===== config.mk =====
export PLATFORM = sky130hd
export DESIGN_NAME = liion_battery_gauge_unit
export DESIGN_NICKNAME = d
export VERILOG_FILES = /design/src/rtl/lbg_pkg.sv /design/src/rtl/lbg_serdiv.sv /design/src/rtl/lbg_soc.sv /design/src/rtl/liion_battery_gauge_unit.sv
export SDC_FILE = /design/constraint.sdc
export NUM_CORES = 1
export LEC_CHECK = 0
export ABC_AREA = 0
export CORE_MARGIN = 10
export CORE_UTILIZATION = 55
export CTS_CLUSTER_SIZE = 20
export DETAILED_ROUTE_END_ITERATION = 7
export DONT_BUFFER_PORTS = 1
export GPL_TIMING_DRIVEN = 0
export MAX_ROUTING_LAYER = met4
export PLACE_DENSITY = 0.7
export SYNTH_ARGS = -nofsm -noshare
export SYNTH_HDL_FRONTEND = slang
export SYNTH_SLANG_ARGS = --single-unit

===== constraint.sdc =====
create_clock -name clock -period 11.6 [get_ports clock]
set_input_delay 2.32 -clock clock [delete_from_list [all_inputs] [get_ports clock]]
set_output_delay 2.32 -clock clock [all_outputs]
set_load 0.01 [all_outputs]

===== src/rtl/lbg_pkg.sv =====
package lbg_pkg;

   // field widths
   localparam int MV_W     = 13;
   localparam int PCT_W    = 7;
   localparam int Q4_W     = 17;
   localparam int THR_W    = 7;
   localparam int STATUS_W = 2;

   // discharge curve, highest voltage first
   localparam int CURVE_POINTS = 17;
   localparam int SEG_W        = $clog2(CURVE_POINTS);

   localparam logic [MV_W-1:0] CURVE_MV [CURVE_POINTS] = '{
      13'd4200, 13'd4150, 13'd4110, 13'd4080, 13'd4020, 13'd3980, 13'd3950,
      13'd3910, 13'd3870, 13'd3820, 13'd3790, 13'd3770, 13'd3740, 13'd3680,
      13'd3450, 13'd3270, 13'd3200
   };

   localparam logic [PCT_W-1:0] CURVE_PCT [CURVE_POINTS] = '{
      7'd100, 7'd95, 7'd90, 7'd85, 7'd80, 7'd70, 7'd60, 7'd50, 7'd40,
      7'd30, 7'd25, 7'd20, 7'd15, 7'd10, 7'd5, 7'd2, 7'd0
   };

   // clamp window in mV * 16
   localparam logic [Q4_W-1:0] CLAMP_LO_Q4 = 17'd48000;
   localparam logic [Q4_W-1:0] CLAMP_HI_Q4 = 17'd68800;

   localparam logic [PCT_W-1:0] PCT_FULL  = 7'd100;
   localparam logic [PCT_W-1:0] PCT_EMPTY = 7'd0;

   // interpolation divide: quotient never exceeds the largest step of the curve
   localparam int DIFF_W    = 12;
   localparam int DP_W      = 4;
   localparam int NUM_W     = DIFF_W + DP_W;
   localparam int PCT_DVD_W = NUM_W + 1;
   localparam int PCT_DVS_W = DIFF_W + 1;
   localparam int PCT_Q_W   = 4;

   // running average divide: (9*old + new + 5) / 10
   localparam int AVG_DVD_W = 21;
   localparam int AVG_DVS_W = 4;
   localparam int AVG_Q_W   = Q4_W;
   localparam logic [AVG_DVS_W-1:0] AVG_DIVISOR = 4'd10;
   localparam logic [AVG_DVD_W-1:0] AVG_ROUND   = 21'd5;

   // status codes
   localparam logic [STATUS_W-1:0] STATUS_GOOD     = 2'd0;
   localparam logic [STATUS_W-1:0] STATUS_LOW      = 2'd1;
   localparam logic [STATUS_W-1:0] STATUS_CRITICAL = 2'd2;
   localparam logic [STATUS_W-1:0] STATUS_CHARGING = 2'd3;

   // register file
   localparam int CSR_ADDR_W = 3;
   localparam int CSR_DATA_W = 32;
   localparam logic REG_LOW_THRESHOLD      = 1'b0;
   localparam logic REG_CRITICAL_THRESHOLD = 1'b1;
   localparam logic [THR_W-1:0] LOW_THRESHOLD_RESET      = 7'd15;
   localparam logic [THR_W-1:0] CRITICAL_THRESHOLD_RESET = 7'd5;

   typedef enum logic [2:0] {
      G_IDLE,
      G_START,
      G_RUN1,
      G_SMOOTH,
      G_RUN2
   } gauge_state_type;

   typedef enum logic [1:0] {
      SOC_IDLE,
      SOC_SEG,
      SOC_LOAD,
      SOC_WAIT
   } soc_state_type;

endpackage


===== src/rtl/lbg_serdiv.sv =====
module lbg_serdiv #(
   parameter int DVD_W = lbg_pkg::PCT_DVD_W,
   parameter int DVS_W = lbg_pkg::PCT_DVS_W,
   parameter int Q_W   = lbg_pkg::PCT_Q_W
) (
   input  logic             clock,
   input  logic             reset,
   input  logic             start,
   input  logic [DVD_W-1:0] dividend,
   input  logic [DVS_W-1:0] divisor,
   output logic             busy,
   output logic [Q_W-1:0]   quotient
);
   import lbg_pkg::*;

   // restoring divider, one quotient bit per cycle; caller keeps the
   // quotient below 2**Q_W so the upper dividend bits start as remainder
   localparam int CNT_W = $clog2(Q_W + 1);

   logic [DVS_W-1:0] rem_ff, rem_in;
   logic [DVS_W-1:0] dvs_ff, dvs_in;
   logic [Q_W-1:0]   quo_ff, quo_in;
   logic [CNT_W-1:0] cnt_ff, cnt_in;
   logic [DVS_W:0]   trial;
   logic [DVS_W:0]   trial_sub;
   logic             fits;

   assign trial     = {rem_ff, quo_ff[Q_W-1]};
   assign fits      = trial >= {1'b0, dvs_ff};
   assign trial_sub = trial - {1'b0, dvs_ff};

   always_comb begin
      rem_in = rem_ff;
      dvs_in = dvs_ff;
      quo_in = quo_ff;
      cnt_in = cnt_ff;
      if (start) begin
         rem_in = DVS_W'(dividend >> Q_W);
         quo_in = dividend[Q_W-1:0];
         dvs_in = divisor;
         cnt_in = CNT_W'(Q_W);
      end else if (cnt_ff != '0) begin
         rem_in = fits ? trial_sub[DVS_W-1:0] : trial[DVS_W-1:0];
         quo_in = Q_W'({quo_ff, fits});
         cnt_in = cnt_ff - 1'b1;
      end
   end

   always_ff @(posedge clock) begin
      rem_ff <= rem_in;
      dvs_ff <= dvs_in;
      quo_ff <= quo_in;
      if (reset) begin
         cnt_ff <= '0;
      end else begin
         cnt_ff <= cnt_in;
      end
   end

   assign busy     = cnt_ff != '0;
   assign quotient = quo_ff;

endmodule


===== src/rtl/lbg_soc.sv =====
module lbg_soc (
   input  logic                      clock,
   input  logic                      reset,
   input  logic                      start,
   input  logic [lbg_pkg::Q4_W-1:0]  vq4,
   output logic                      busy,
   output logic [lbg_pkg::PCT_W-1:0] percent
);
   import lbg_pkg::*;

   soc_state_type state_ff, state_in;

   logic [Q4_W-1:0]      v_ff, v_in;
   logic [SEG_W-1:0]     seg_ff, seg_in;
   logic [PCT_W-1:0]     base_ff, base_in;
   logic                 use_div_ff, use_div_in;

   logic [SEG_W-1:0]     above_cnt;
   logic                 at_top;
   logic                 at_bottom;
   logic [SEG_W-1:0]     seg_next;
   logic [Q4_W-1:0]      v2_q4;
   logic [Q4_W-1:0]      v1_q4;
   logic [DIFF_W-1:0]    diff;
   logic [DIFF_W-1:0]    gap;
   logic [DP_W-1:0]      dp;
   logic [NUM_W-1:0]     num;
   logic [PCT_DVD_W-1:0] dividend;
   logic [PCT_DVS_W-1:0] divisor;
   logic [PCT_Q_W-1:0]   quotient;
   logic                 div_start;
   logic                 div_busy;

   // segment search: the curve falls monotonically, so the number of
   // points above v (skipping the top one) is the upper end of the segment
   always_comb begin
      above_cnt = '0;
      for (int k = 1; k < CURVE_POINTS; k++) begin
         if (v_ff < {CURVE_MV[k], 4'b0000}) begin
            above_cnt = above_cnt + 1'b1;
         end
      end
   end

   assign at_top    = v_ff >= {CURVE_MV[0], 4'b0000};
   assign at_bottom = v_ff <= {CURVE_MV[CURVE_POINTS-1], 4'b0000};

   // interpolation operands
   assign seg_next = seg_ff + 1'b1;
   assign v1_q4    = {CURVE_MV[seg_ff], 4'b0000};
   assign v2_q4    = {CURVE_MV[seg_next], 4'b0000};
   assign diff     = DIFF_W'(v_ff - v2_q4);
   assign gap      = DIFF_W'(v1_q4 - v2_q4);
   assign dp       = DP_W'(CURVE_PCT[seg_ff] - CURVE_PCT[seg_next]);
   assign num      = diff * dp;
   assign dividend = {num, 1'b0} + PCT_DVD_W'(gap);
   assign divisor  = {gap, 1'b0};

   // next state
   always_comb begin
      state_in = state_ff;
      case (state_ff)
         SOC_IDLE: begin
            if (start) state_in = SOC_SEG;
         end
         SOC_SEG: begin
            state_in = (at_top || at_bottom) ? SOC_IDLE : SOC_LOAD;
         end
         SOC_LOAD: begin
            state_in = SOC_WAIT;
         end
         SOC_WAIT: begin
            if (!div_busy) state_in = SOC_IDLE;
         end
         default: begin
            state_in = SOC_IDLE;
         end
      endcase
   end

   // outputs and datapath loads
   always_comb begin
      v_in       = v_ff;
      seg_in     = seg_ff;
      base_in    = base_ff;
      use_div_in = use_div_ff;
      div_start  = 1'b0;
      case (state_ff)
         SOC_IDLE: begin
            if (start) begin
               if (vq4 < CLAMP_LO_Q4) begin
                  v_in = CLAMP_LO_Q4;
               end else if (vq4 > CLAMP_HI_Q4) begin
                  v_in = CLAMP_HI_Q4;
               end else begin
                  v_in = vq4;
               end
            end
         end
         SOC_SEG: begin
            seg_in     = above_cnt;
            use_div_in = 1'b0;
            base_in    = at_top ? PCT_FULL : PCT_EMPTY;
         end
         SOC_LOAD: begin
            div_start  = 1'b1;
            use_div_in = 1'b1;
            base_in    = CURVE_PCT[seg_next];
         end
         SOC_WAIT: begin
         end
         default: begin
         end
      endcase
   end

   always_ff @(posedge clock) begin
      v_ff       <= v_in;
      seg_ff     <= seg_in;
      base_ff    <= base_in;
      use_div_ff <= use_div_in;
      if (reset) begin
         state_ff <= SOC_IDLE;
      end else begin
         state_ff <= state_in;
      end
   end

   lbg_serdiv #(
      .DVD_W (PCT_DVD_W),
      .DVS_W (PCT_DVS_W),
      .Q_W   (PCT_Q_W)
   ) u_div (
      .clock    (clock),
      .reset    (reset),
      .start    (div_start),
      .dividend (dividend),
      .divisor  (divisor),
      .busy     (div_busy),
      .quotient (quotient)
   );

   assign busy    = state_ff != SOC_IDLE;
   assign percent = base_ff + (use_div_ff ? PCT_W'(quotient) : PCT_EMPTY);

endmodule


===== src/rtl/liion_battery_gauge_unit.sv =====
// One item at a time: the next is taken the cycle after the result loads. The 17-step
// average divider runs beside the curve interpolation unit on the raw voltage (the first
// item only seeds the average), then the unit runs again on the smoothed voltage, skipping
// its divider at or past an end of the curve; a stalled result holds the next one back.
// Reset (synchronous, active high) clears the seed, sets thresholds to 15 and 5, drops results.
module liion_battery_gauge_unit (
   input  logic                                clock,
   input  logic                                reset,

   input  logic                                req_valid,
   output logic                                req_stall,
   input  logic [lbg_pkg::MV_W-1:0]            req_battery_mv,
   input  logic                                req_charging,

   output logic                                rsp_valid,
   input  logic                                rsp_stall,
   output logic [lbg_pkg::PCT_W-1:0]           rsp_raw_percent,
   output logic [lbg_pkg::PCT_W-1:0]           rsp_smoothed_percent,
   output logic                                rsp_low_flag,
   output logic                                rsp_critical_flag,
   output logic [lbg_pkg::STATUS_W-1:0]        rsp_status_code,
   output logic [lbg_pkg::Q4_W-1:0]            rsp_smoothed_mv_q4,

   input  logic                                psel,
   input  logic                                penable,
   input  logic                                pwrite,
   input  logic [lbg_pkg::CSR_ADDR_W-1:0]      paddr,
   input  logic [lbg_pkg::CSR_DATA_W-1:0]      pwdata,
   output logic [lbg_pkg::CSR_DATA_W-1:0]      prdata,
   output logic                                pready
);
   import lbg_pkg::*;

   gauge_state_type state_ff, state_in;

   // captured item
   logic [MV_W-1:0]      mv_ff, mv_in;
   logic                 chg_ff, chg_in;

   // running average state
   logic [Q4_W-1:0]      smooth_ff, smooth_in;
   logic                 seeded_ff, seeded_in;
   logic                 avg_run_ff, avg_run_in;

   logic [PCT_W-1:0]     raw_ff, raw_in;

   // thresholds
   logic [THR_W-1:0]     low_thr_ff, low_thr_in;
   logic [THR_W-1:0]     crit_thr_ff, crit_thr_in;

   // result register
   logic                 rsp_valid_ff, rsp_valid_in;
   logic [PCT_W-1:0]     rsp_raw_ff, rsp_raw_in;
   logic [PCT_W-1:0]     rsp_smp_ff, rsp_smp_in;
   logic                 rsp_low_ff, rsp_low_in;
   logic                 rsp_crit_ff, rsp_crit_in;
   logic [STATUS_W-1:0]  rsp_status_ff, rsp_status_in;
   logic [Q4_W-1:0]      rsp_mv_ff, rsp_mv_in;

   logic                 accept;
   logic                 csr_write;
   logic                 out_free;
   logic [Q4_W-1:0]      xq4;
   logic [Q4_W-1:0]      soc_v;
   logic [PCT_W-1:0]     soc_pct;
   logic [AVG_DVD_W-1:0] avg_dividend;
   logic [AVG_Q_W-1:0]   avg_quotient;
   logic                 low_hit;
   logic                 crit_hit;
   logic                 units_done;
   logic                 raw_load;
   logic                 rsp_load;
   logic                 soc_start;
   logic                 soc_busy;
   logic                 avg_start;
   logic                 avg_busy;

   // ---------------------------------------------------------------
   // Handshake: take an item only when the sequencer is idle. The
   // result register sits apart, so a waiting result does not block.
   // ---------------------------------------------------------------
   assign accept    = req_valid && !req_stall;
   assign req_stall = state_ff != G_IDLE;
   assign out_free  = !rsp_valid_ff || !rsp_stall;

   assign xq4 = {mv_ff, 4'b0000};

   // 9*old + new + 5; the divide by ten runs serially below
   assign avg_dividend = AVG_DVD_W'({smooth_ff, 3'b000}) + AVG_DVD_W'(smooth_ff)
                       + AVG_DVD_W'(xq4) + AVG_ROUND;

   assign units_done = !soc_busy && !avg_busy;

   // ---------------------------------------------------------------
   // Sequencer next state
   // ---------------------------------------------------------------
   always_comb begin
      state_in = state_ff;
      case (state_ff)
         G_IDLE: begin
            if (accept) state_in = G_START;
         end
         G_START: begin
            state_in = G_RUN1;
         end
         G_RUN1: begin
            if (units_done) state_in = G_SMOOTH;
         end
         G_SMOOTH: begin
            state_in = G_RUN2;
         end
         G_RUN2: begin
            if (!soc_busy && out_free) state_in = G_IDLE;
         end
         default: begin
            state_in = G_IDLE;
         end
      endcase
   end

   // ---------------------------------------------------------------
   // Sequencer outputs: unit starts and register loads
   // ---------------------------------------------------------------
   always_comb begin
      soc_start = 1'b0;
      avg_start = 1'b0;
      soc_v     = xq4;
      raw_load  = 1'b0;
      rsp_load  = 1'b0;
      case (state_ff)
         G_IDLE: begin
         end
         G_START: begin
            // raw percentage and average divide run side by side
            soc_start = 1'b1;
            avg_start = seeded_ff;
         end
         G_RUN1: begin
            raw_load = units_done;
         end
         G_SMOOTH: begin
            soc_start = 1'b1;
            soc_v     = smooth_ff;
         end
         G_RUN2: begin
            rsp_load = !soc_busy && out_free;
         end
         default: begin
         end
      endcase
   end

   // ---------------------------------------------------------------
   // Item capture, average and raw percentage
   // ---------------------------------------------------------------
   always_comb begin
      mv_in      = mv_ff;
      chg_in     = chg_ff;
      smooth_in  = smooth_ff;
      seeded_in  = seeded_ff;
      avg_run_in = avg_run_ff;
      raw_in     = raw_ff;
      if (accept) begin
         mv_in  = req_battery_mv;
         chg_in = req_charging;
      end
      if (state_ff == G_START) begin
         avg_run_in = seeded_ff;
         // first sample after reset only seeds the average
         if (!seeded_ff) begin
            smooth_in = xq4;
            seeded_in = 1'b1;
         end
      end
      if (raw_load) begin
         raw_in = soc_pct;
         if (avg_run_ff) smooth_in = avg_quotient;
      end
   end

   // ---------------------------------------------------------------
   // Result register
   // ---------------------------------------------------------------
   assign low_hit  = raw_ff <= low_thr_ff;
   assign crit_hit = raw_ff <= crit_thr_ff;

   always_comb begin
      rsp_valid_in  = rsp_valid_ff;
      rsp_raw_in    = rsp_raw_ff;
      rsp_smp_in    = rsp_smp_ff;
      rsp_low_in    = rsp_low_ff;
      rsp_crit_in   = rsp_crit_ff;
      rsp_status_in = rsp_status_ff;
      rsp_mv_in     = rsp_mv_ff;
      if (rsp_load) begin
         rsp_valid_in = 1'b1;
         rsp_raw_in   = raw_ff;
         rsp_smp_in   = soc_pct;
         rsp_low_in   = low_hit;
         rsp_crit_in  = crit_hit;
         rsp_mv_in    = smooth_ff;
         // charging outranks critical, critical outranks low
         if (chg_ff) begin
            rsp_status_in = STATUS_CHARGING;
         end else if (crit_hit) begin
            rsp_status_in = STATUS_CRITICAL;
         end else if (low_hit) begin
            rsp_status_in = STATUS_LOW;
         end else begin
            rsp_status_in = STATUS_GOOD;
         end
      end else if (!rsp_stall) begin
         rsp_valid_in = 1'b0;
      end
   end

   // ---------------------------------------------------------------
   // Register file: word aligned, two threshold registers
   // ---------------------------------------------------------------
   assign pready    = 1'b1;
   assign csr_write = psel && penable && pwrite && pready;

   always_comb begin
      low_thr_in  = low_thr_ff;
      crit_thr_in = crit_thr_ff;
      if (csr_write) begin
         if (paddr[2] == REG_CRITICAL_THRESHOLD) begin
            crit_thr_in = pwdata[THR_W-1:0];
         end else begin
            low_thr_in = pwdata[THR_W-1:0];
         end
      end
   end

   assign prdata = (paddr[2] == REG_CRITICAL_THRESHOLD) ? CSR_DATA_W'(crit_thr_ff)
                                                        : CSR_DATA_W'(low_thr_ff);

   // ---------------------------------------------------------------
   // Registers
   // ---------------------------------------------------------------
   always_ff @(posedge clock) begin
      mv_ff         <= mv_in;
      chg_ff        <= chg_in;
      smooth_ff     <= smooth_in;
      avg_run_ff    <= avg_run_in;
      raw_ff        <= raw_in;
      rsp_raw_ff    <= rsp_raw_in;
      rsp_smp_ff    <= rsp_smp_in;
      rsp_low_ff    <= rsp_low_in;
      rsp_crit_ff   <= rsp_crit_in;
      rsp_status_ff <= rsp_status_in;
      rsp_mv_ff     <= rsp_mv_in;
      if (reset) begin
         state_ff     <= G_IDLE;
         seeded_ff    <= 1'b0;
         rsp_valid_ff <= 1'b0;
         low_thr_ff   <= LOW_THRESHOLD_RESET;
         crit_thr_ff  <= CRITICAL_THRESHOLD_RESET;
      end else begin
         state_ff     <= state_in;
         seeded_ff    <= seeded_in;
         rsp_valid_ff <= rsp_valid_in;
         low_thr_ff   <= low_thr_in;
         crit_thr_ff  <= crit_thr_in;
      end
   end

   // ---------------------------------------------------------------
   // Units
   // ---------------------------------------------------------------
   lbg_soc u_soc (
      .clock   (clock),
      .reset   (reset),
      .start   (soc_start),
      .vq4     (soc_v),
      .busy    (soc_busy),
      .percent (soc_pct)
   );

   lbg_serdiv #(
      .DVD_W (AVG_DVD_W),
      .DVS_W (AVG_DVS_W),
      .Q_W   (AVG_Q_W)
   ) u_avg_div (
      .clock    (clock),
      .reset    (reset),
      .start    (avg_start),
      .dividend (avg_dividend),
      .divisor  (AVG_DIVISOR),
      .busy     (avg_busy),
      .quotient (avg_quotient)
   );

   assign rsp_valid            = rsp_valid_ff;
   assign rsp_raw_percent      = rsp_raw_ff;
   assign rsp_smoothed_percent = rsp_smp_ff;
   assign rsp_low_flag         = rsp_low_ff;
   assign rsp_critical_flag    = rsp_crit_ff;
   assign rsp_status_code      = rsp_status_ff;
   assign rsp_smoothed_mv_q4   = rsp_mv_ff;

endmodule


# Yosys cells after proc, flatten, opt, wreduce, memory -nomap -nowiden
# Memory sizes are Yosys's and may differ from the RTL's.
# Cells that the tools add are included.
# totals
output_inout_bits,70
romBits,1280
reg_bits,183
in_bits,56
memories,4
# classes
n_mux,66
addsub,28
n_eq_ne,13
multipliers,1
n_reduce_logical,31
bitwise_logic,3
n_lt_le_gt_ge,26
# memory_table
name,depth,word_bits,rd,rd_ports_with_merged_regs,write_ports,line,rtl
(no name shown),32,13,1,0,0,lbg_soc.sv:50,"assign v1_q4 = {CURVE_MV[seg_ff], 4'b0000};"
(no name shown),32,13,1,0,0,lbg_soc.sv:51,"assign v2_q4 = {CURVE_MV[seg_next], 4'b0000};"
(no name shown),32,7,1,0,0,lbg_soc.sv:54,assign dp = DP_W'(CURVE_PCT[seg_ff] - CURVE_PCT[seg_next]);
(no name shown),32,7,1,0,0,lbg_soc.sv:54,
# ops
operator,count
$lt A17 B16 Y1 const B,15
$mux W17,8
$mux W5,17
$add A5 B1 Y5 const B,15
$mux W13,3
$lt A17 B17 Y1 const B,2
$mux W4,8
$mux W8,4
$mux W7,4
$sub A12 B12 Y12,2
$add A20 B17 Y21,1
$add A21 B17 Y21,1
$add A21 B3 Y21 const B,1
$add A17 B12 Y17,1
$ge A17 B17 Y1 const B,1
$gt A17 B17 Y1 const B,1
$le A17 B16 Y1 const B,1
$mul A12 B4 Y16,1
$mux W3,5
$pmux W3 S5,1
$ge A14 B13 Y1,1
$le A7 B7 Y1,2
$pmux W7 S2,1
$sub A13 B13 Y13,1
32 further kinds,71

# Longest topological paths before layout
# logic_depth
word_depth,32
mapped_depth,48
ltp_nobuf,47

# Hierarchy
# A second synthesis with hierarchy kept.
# hier_totals
hier_cells,1677
area_unflattened_um2,15731.3
# by_module_without_submodules
mod,instances,seq_area_each_um2,cells_each,area_per_inst_um2
lbg_soc,1,940.9,854,6872.8
liion_battery_gauge_unit,1,2432.3,510,5227.5
lbg_serdiv (u_soc.u_div),1,960.9,202,2139.6
lbg_serdiv (u_avg_div),1,850.8,111,1491.4

# Worst setup path before layout
# Ideal clock, no wire load.
# synth_timing
path_type,register to register
from,register u_soc.v_ff[9]
to,register u_soc.seg_ff[4] (data pin)
setup_ps,260
stages_incl_launch_ff,48
synth_period_minus_slack_ps,8741
path_slack_ps,2859
required_time_ps,11340
n_path_buf,2
arrival_ps,8481
cell_sequence,edfxtp_1 buf_6 or3_1 a311oi_1 nor2_1 inv_1 ha_1 clkdlybuf4s25_2 xor2_1 ha_1 nand3_1 nand2_1 ha_1 nand2_1 nand3_1 xor2_1 ha_1 a211oi_1 [... 12 more ...] a221oi_1 xnor2_1 o21ai_0 ha_1 nand2_1 o31ai_1 nor2_1 xnor2_1 mux2_2 ha_1 nand2_1 o31ai_1 ha_1 and2_1 a21boi_0 o22ai_1 mux2i_1 xnor2_1
# synth_between
elab_chain_len,32
word_cells_on_any_way,47
classes_between,add/sub: 15; order compare: 16; mux: 16
# synth_lines
element,line,rtl
start: declaration,lbg_soc.sv:13,"logic [Q4_W-1:0] v_ff, v_in;"
start signal: assignment,lbg_soc.sv:118,v_ff <= v_in;
$lt A17 B17 Y1,lbg_soc.sv:39,"if (v_ff < {CURVE_MV[k], 4'b0000}) begin"
$mux W1,lbg_soc.sv:39,
$add A1 B1 Y2,lbg_soc.sv:40,above_cnt = above_cnt + 1'b1;
$mux W5,lbg_soc.sv:39,
$add A5 B1 Y5,lbg_soc.sv:40,
$mux W5,lbg_soc.sv:39,
$add A5 B1 Y5,lbg_soc.sv:40,
$mux W5,lbg_soc.sv:39,
[... 17 more ...],-,
$mux W5,lbg_soc.sv:39,
$add A5 B1 Y5,lbg_soc.sv:40,
$mux W5,lbg_soc.sv:39,
$add A5 B1 Y5,lbg_soc.sv:40,
$mux W5,lbg_soc.sv:39,
$add A5 B1 Y5,lbg_soc.sv:40,
$mux W5 (*),lbg_soc.sv:39,
named net u_soc.above_cnt[4],lbg_soc.sv:18,logic [SEG_W-1:0] above_cnt;
end signal: assignment,lbg_soc.sv:119,seg_ff <= seg_in;
end: declaration,lbg_soc.sv:14,"logic [SEG_W-1:0] seg_ff, seg_in;"
# The timed path passes the listed nets; every way through them passes the cells marked *.
# A chain may end at the register's enable or synchronous reset.

# Worst setup path in the final report
# layout_timing
from,register u_soc.v_ff[8]
to,register u_soc.seg_ff[4] (data pin)
# Same word-level chain as after synthesis.

==> results.py <==
metrics = {
    "sta": {
        "hold_viol_final": 0,
        "setup_ws_ns": 1.93,
        "fin_setup_tns_ns": 0,
        "layout_min_cycle_time_ns": 9.67,
        "fmax_ghz": 0.103,
        "slew_viol_final": 0,
        "hold_slack_ns": 0.467,
        "rsz0062_at_grt": "no",
        "clock_skew_ns": 0.0229,
        "worst_slew_pin_slew_ns": 1.01,
        "post-route-period-util_pct": 83.3,
        "maxSlewHeadroom_pct": 32.6,
        "setup_viol": 0,
    },
    "worst_setup_path": {
        "start_kind": "flip-flop",
        "cp_max_fo": 10,
        "arrival_ns": 9.85,
        "cp_slowest_cell": "edfxtp_1",
        "crit_top_cell": "ha_1",
        "critPathKind": "reg2reg",
        "cp_slowest_stage_delay_ns": 0.42,
        "endpoint_kind": "flip-flop",
        "critPathRequiredTime_ns": 11.79,
    },
    "layout": {
        "diodes": 0,
        "multi_input_area_sq_mm": 0.00852,
        "drive_gt1_share_pct": 8.19,
        "area_delta_synth_final_pct": 8.15,
        "finalNetCount": 1776,
        "finish.utilization_pct": 60.7,
        "fillers": 2188,
        "register_area_sq_mm": 0.00488,
    },
    "die": {
        "io_pins": 126,
        "die_w_microns": 181,
        "die_h_microns": 181,
        "die_area_sq_mm": 0.0326,
        "coreArea_sq_mm": 0.0253,
        "rows": 58,
        "initial_core_util_pct": 56.1,
    },
    "grt": {
        "grt_max_degree": 29,
        "grt_pass1_wl_microns": 56400,
        "grt-ovfl-total": 0,
        "grt_usage_pct": 21.2,
        "grt_pass1_vias": 10900,
        "antenna_found_initial": 0,
    },
    "hold_path": {
        "hp-class": "reg2reg",
    },
    "placed_design": {
        "gp_congestion": 0.918,
        "pre_cts_slack_ns": 1.99,
        "io_buffers": 0,
        "place_hpwl_microns": 26200,
    },
    "drt": {
        "route.detailed.drc": 0,
        "vias_per_cell": 5.78,
        "drtPass1Iterations": 5,
        "wl_per_cell_microns": 17.8,
        "drt_wl_total_microns": 33900,
        "initialDrtViolationCount": 903,
        "final_antenna_net_count": 0,
        "num_vias": 11000,
    },
    "logic_synthesis": {
        "yosysMostFrequentCell": "nand2_1",
        "ys_warn_count": 0,
        "yosysSeqAreaShare_pct": 34.5,
        "ys_types": 95,
        "netlist_instances": 1517,
        "synth_area_sq_mm": 0.0142,
        "netlist.area_leader.share_pct": 28.0,
        "synth.area.top_cells": "edfxtp_1, ha_1, dfxtp_1",
        "synth_edf_count": 132,
        "ys_ff_latch": 178,
        "yosys-top-cells-count": "nand2_1, edfxtp_1, ha_1, inv_1, nor2_1",
        "yosysTopAreaCell": "edfxtp_1",
        "syn-mean-instance-area_sq_um": 9.35,
        "async_flop_share_pct": 0,
        "synth_flop_cell": "edfxtp_1",
    },
    "clock_network": {
        "clk_latency_ns": 0.45,
        "cts_setup_buffers": 0,
        "root_buffer": "clkbuf_16",
        "cts_tree": "built",
        "htreeDepth": 4,
        "cts_resized": 0,
        "ctsLongestPathBuffers": 2,
        "hold_buffers": 0,
        "cts_buffers": 17,
        "cts_sinks": 178,
        "clkTransAtPathRegs_ns": 0.09,
    },
    "run": {
        "drv_cap": 0,
    },
    "outcome": {
        "status": "complete, no violations",
    },
}
-- registers in the layout, indices dropped and copies added, names as in the netlist, 13 cells and up, named ones only --
signal and count:
smooth_ff 17, u_soc.u_div.rem_ff 13, rsp_smoothed_mv_q4 17, u_soc.v_ff 17, u_avg_div.quotient 17, mv_ff 13
-- stage by stage --
step / area, sq um / std cells
after floorplan: 14300 / 1541
after global routing: 15300 / 1905
after detailed placement: 14700 / 1872
final: 15300 / 1905
after global placement: 14700 / 1871
after CTS: 15300 / 1904
-- placed cells by master (no fill, tap or decap), drive strengths merged, types with 27 or more instances in the layout --
cell | synthesis | layout
clkbuf | 40 | 58
a21oi | 91 | 91
inv | 112 | 119
ha | 119 | 119
nor2 | 104 | 104
o21ai | 84 | 84
nand3 | 27 | 27
nor2b | 31 | 31
xor2 | 32 | 32
edfxtp | 132 | 132
dfxtp | 46 | 46
nand2 | 191 | 191
buf | 41 | 42
xnor2 | 68 | 68
fa | 39 | 39
-- metal layers --
metal | vias to the layer above | GRT usage, % | share of wire [%]
met5 | - | - | 0
met4 | 0 | 4.46 | 0.94
met3 | 21 | 3.47 | 4.8
met2 | 290 | 35.0 | 49
met1 | 5274 | 26.9 | 45
li1 | 5417 | - | -
-- final timing paths --
kind                            slack [ns]                      endpoint  cells past startpoint                   startpoint
worst max-delay path                  1.93     u_soc.seg_ff[4]$_DFFE_PP_                     48  u_soc.v_ff[8]$_SDFFCE_PP1P_
worst min-delay path                  0.47  rsp_raw_percent[0]$_DFFE_PP_                      0          raw_ff[0]$_DFFE_PP_
worst max register to register        1.93     u_soc.seg_ff[4]$_DFFE_PP_                     48  u_soc.v_ff[8]$_SDFFCE_PP1P_
worst min register to register        0.47  rsp_raw_percent[0]$_DFFE_PP_                      0          raw_ff[0]$_DFFE_PP_
-- logic make-up after synthesis --
logic type               Yosys count  synth area share [%]
XOR/XNOR                         102                  6.95
adder cells (fa/ha/maj)          160                  16.2
AO/OA/AOI/OAI                    348                  16.7
buffers and inverters            194                  6.17
flip-flops                       178                  34.5
other                              2                0.0530
multiplexers                      35                  2.59
AND/OR/NAND/NOR                  498                  16.9
-- area by class of cell --
class | instances | share of cell area (%)
multi-input combinational | 1169 | 55.6
sequential | 178 | 31.9
buffer | 82 | 2.96
clock buffer | 17 | 2.77
inverter | 112 | 2.74
tap | 330 | 2.69
clock inverter | 15 | 1.25
timing repair buffer | 2 | 0.163
-- worst max-delay path, delay by kind of cell, from the launching register on --
| kind | cells | cell delay (ns) |
|---|---|---|
| DFF | 1 | 0.42 |
| muxes | 2 | 0.47 |
| AOI/OAI and AO/OA | 11 | 2.13 |
| xor gates and xnor gates | 7 | 1.10 |
| and+or+nand+nor | 15 | 2.04 |
| buffers and inverters | 4 | 0.79 |
| adders and majority gates | 9 | 2.48 |
Power is not shown: default switching activity piles up to over one toggle a cycle in this logic, so the estimate is an artifact.
